**src/rtl/core/indexed_ready_queue_macros.svh**
```systemverilog
// ----------------------------------------------------------------------------
// Indexed ready queue assertion macros
// Shared concurrent assertion forms, clocked and disabled during reset.
// ----------------------------------------------------------------------------
`ifndef INDEXED_READY_QUEUE_MACROS_SVH
`define INDEXED_READY_QUEUE_MACROS_SVH

// Check that a condition holds at every clock edge out of reset.
`define IRQ_ASSERT_ALWAYS(label, clk, rst_n, cond, msg) \
  label: assert property (@(posedge clk) disable iff (!rst_n) (cond)) \
    else $error(msg);

// Check that a consequence holds whenever its antecedent holds.
`define IRQ_ASSERT_IMPLY(label, clk, rst_n, ante, cons, msg) \
  label: assert property (@(posedge clk) disable iff (!rst_n) (ante) |-> (cons)) \
    else $error(msg);

`endif

```
**src/rtl/core/irq_ram.sv**
```systemverilog
// ----------------------------------------------------------------------------
// Generic single-port-write RAM
// One write and one registered read per cycle.
// ----------------------------------------------------------------------------
module irq_ram #(
  parameter int WIDTH = 8,
  parameter int DEPTH = 256,
  localparam int AW = $clog2(DEPTH)
) (
  input  logic             clk,
  input  logic             we,
  input  logic [AW-1:0]    waddr,
  input  logic [WIDTH-1:0] wdata,
  input  logic [AW-1:0]    raddr,
  output logic [WIDTH-1:0] rdata
);

  logic [WIDTH-1:0] mem [DEPTH];
  logic [WIDTH-1:0] rdata_r;

  always_ff @(posedge clk) begin
    if (we) begin
      mem[waddr] <= wdata;
    end
    rdata_r <= mem[raddr];
  end

  assign rdata = rdata_r;

endmodule

```
**config.mk**
```make
export PLATFORM = sky130hd
export DESIGN_NAME = irq_ram
export DESIGN_NICKNAME = d
export VERILOG_FILES = /design/src/rtl/core/indexed_ready_queue_macros.svh /design/src/rtl/core/irq_ram.sv
export SDC_FILE = /design/constraint.sdc
export NUM_CORES = 2
export LEC_CHECK = 0
export ABC_AREA = 1
export BUFFER_PORTS_ARGS = -buffer_cell sky130_fd_sc_hd__buf_4
export CORE_MARGIN = 5
export CORE_UTILIZATION = 25
export CTS_CLUSTER_DIAMETER = 150
export CTS_CLUSTER_SIZE = 8
export DETAILED_ROUTE_END_ITERATION = 12
export PLACE_DENSITY = 0.44
export SYNTH_ARGS = -nofsm -noshare
export SYNTH_HDL_FRONTEND = slang
export SYNTH_SLANG_ARGS = --single-unit
```
**constraint.sdc**
```tcl
create_clock -name clk -period 1.5 [get_ports clk]
set_input_delay 0.075 -clock clk [delete_from_list [all_inputs] [get_ports clk]]
set_output_delay 0.075 -clock clk [all_outputs]
set_load 0.01 [all_outputs]
```
==> flow_metrics.tcl <==
set metrics [dict create \
    die_y_um 588 \
    clockBufferDepth 4 \
    finalCritPeriodShare_pct 103 \
    grt_start_max_net_pins 101 \
    syn_avg_cell_area_sq_um 11.9 \
    post-dp-hpwl_mm 179 \
    p_leak_nw 37.7 \
    power_frac_comb_pct 7.3 \
    min_path_type "in -> reg" \
    cp-end-kind "flop" \
    drtPass1Iterations 6 \
    cts_tree "done" \
    clkTransAtPathRegs_ps 50 \
    setup_viol 6 \
    syn_inst 7003 \
    drt_iter0_markers 5196 \
    crit_family "simple AND/OR/NAND/NOR gates" \
    maxCapViolCount 0 \
    crit_arrival_ps 2250 \
    cts_root_buf "clkbuf_16" \
    io-pin-count 34 \
    slew-limit-headroom_pct 54.1 \
    register_area_sq_mm 0.0617 \
    p_clk_share_pct 44.9 \
    syn_nets 7029 \
    final_nets 7748 \
    fin_setup_tns_ps -160 \
    netlist_area_sq_mm 0.0834 \
    fin_worst_skew_ps 28.3 \
    slowest_stage "edfxtp_1" \
    place_area_sq_mm 0.0954 \
    crit_path_frequent_cell "nand3_4" \
    core-area_sq_mm 0.333 \
    finalHoldViolCount 0 \
    yosysWarnings 0 \
    place.gp.congestion 0.825 \
    required_ps 2210 \
    path_cells "nand2_1 > nand3_1 > nand3_1 > nand3_2 > nand3_4 > nand3_4 > nand3_4 > nand2_4 > nand2_4 > nand2_2" \
    crit_start "mem[227][1]$_DFFE_PP_" \
    outcome "complete, but fails checks" \
    grt_usage_pct 15.5 \
    area_delta_synth_final_pct 27.2 \
    grt_pass1_wl_mm 403 \
    nFillCells 33115 \
    avgRoutedWirePerCell_um 22.7 \
    setup_slack_ps -42.0 \
    hp-start "we" \
    drt_wl_total_mm 276 \
    clock.fmax_mhz 648 \
    io_buffer_count 33 \
    violations "setup timing" \
    drive_above_1_share_pct 21.0 \
    start_util_pct 25.1 \
    dieArea_sq_mm 0.345 \
    cellPowerDensity_mw_per_mm2 1260 \
    finalCriticalPeriod_ps 1540 \
    first_global_vias 56637 \
    drv_slew 0 \
    antenna_found_initial 9 \
    rsz0062_at_grt "true" \
    cts.htree.levels 5 \
    cts_sinks 2056 \
    utilization_pct 31.9 \
    worst-path-buf-inv 0 \
    die_x_um 588 \
    peakVddDrop_v 0.000821 \
    ys_types 14 \
    yosys.area.top_type "edfxtp_1" \
    seqPwrFrac_pct 47.8 \
    cts_buffers 298 \
    sw_frac_of_total_pct 22.8 \
    p_total_mw 133 \
    rows 212 \
    via_per_inst 4.67 \
    synth.ff_latch_count 2056 \
    drcViolationCount 0 \
    dpl.cell_count 11802 \
    synth.area.top_cells "edfxtp_1 (74%), nand3_1 (12%), nand2_1 (9.6%)" \
    path_max_fanout 1 \
    vias 56849 \
    final_area_sq_mm 0.106 \
    p_int_mw 103 \
    worst_pin_slew_ps 689 \
    clock_latency_ps 840 \
    critPathLaunchType "flop" \
    ys_seq_area_share_pct 73.9 \
    worstSetupPathType "reg -> reg" \
    dp_slack_ps -1260 \
    post_cts_buffers 0 \
    detail-route-antenna-nets 0 \
    grt-ovfl-total 0 \
    r2r_start "mem[227][1]$_DFFE_PP_" \
    hold_ws_ps 71.4 \
    multi_input_area_sq_mm 0.0217 \
    finalNonFillerCells 12167 \
    synth_top_cell_area_share_pct 73.7 \
    p_sw_mw 30.4 \
    max_stage_delay_ps 370 \
]
## worst reg2reg max path, cell delays in order, from the launching register on
cell and delay, ps:
edfxtp_1 370, nand2_1 80, nand3_1 100, nand3_1 130
nand3_2 100, nand3_4 140, nand3_4 130, nand3_4 130
nand2_4 100, nand2_4 110, nand2_2 60
## power by group through the flow
stage | Combinational [mW] | Clock, mW | Sequential, mW
finish | 9.77 | 59.8 | 63.6
detailed placement | 9.09 | 0 | 64.6
global placement | 9.08 | 0 | 64.6
CTS | 9.50 | 61.3 | 63.6
global route | 10.5 | 63.7 | 63.5
floorplan | 3.91 | 0 | 64.6
## cell usage in the layout, fill, tap and decap left out, types with 34 or more instances in the layout
master,Yosys,final
nand2_1,2123,2087
edfxtp_1,2048,2048
nand3_1,2019,1643
buf_4,46,699
nand3_2,0,307
clkbuf_16,0,306
nor2_1,283,283
buf_12,0,169
nand3_4,0,69
clkbuf_1,112,35
inv_1,36,34
## final timing paths
path	cells after the start	end	slack, ps
setup / recovery	10	rdata[1]$_DFF_P_	-40
hold / removal	4	mem[183][3]$_DFFE_PP_	70
setup reg to reg	10	rdata[1]$_DFF_P_	-40
hold reg to reg	10	rdata[2]$_DFF_P_	1000
## logic make-up (layout without fill, tap and decap cells)
| logic type | Yosys count | after routing | share of synthesized area (%) |
|---|---|---|---|
| simple gates | 4425 | 4425 | 22.9 |
| flops | 2056 | 2056 | 73.9 |
| buf+inv | 522 | 1295 | 3.12 |
| other cells | 0 | 4 | 0 |
## metal layers
layer | GRT usage (%) | vias to the layer above | wire (um)
li1 | - | 26246 | -
met1 | 21.1 | 28641 | 121000
met2 | 25.8 | 1590 | 133000
met3 | 2.06 | 372 | 13800
met4 | 4.73 | 0 | 8460
met5 | 0 | - | 0
## layout make-up
cell class | instances | share of cell area (%)
Clock inverter | 13 | 0.191
Sequential cell | 2056 | 58.2
Clock buffer | 341 | 7.34
Tap cell | 4387 | 5.17
Timing Repair Buffer | 902 | 8.52
Multi-Input combinational cell | 4425 | 20.4
Inverter | 39 | 0.172
Antenna cell | 4 | 0.00944
## state kept, by name (all words and copies together) (netlist names)
signal	count
mem	2048
rdata	8
## timing repair
action                      CTS  global route
pin swaps                    28           110
setup endpoints to repair    16            11
hold buffers                 11             0
hold endpoints to repair   2022             0
resized for setup           232           270
## synthesized netlist by cell type
library cell,count
nand2_1,2123
edfxtp_1,2048
nand3_1,2019
nor2_1,283
buf_2,268
clkbuf_1,112
buf_4,46
buf_1,40
inv_1,36
buf_6,16
dfxtp_1,8
inv_2,2
buf_8,1
inv_4,1
No activity file was read; power rests on OpenSTA's default activity.
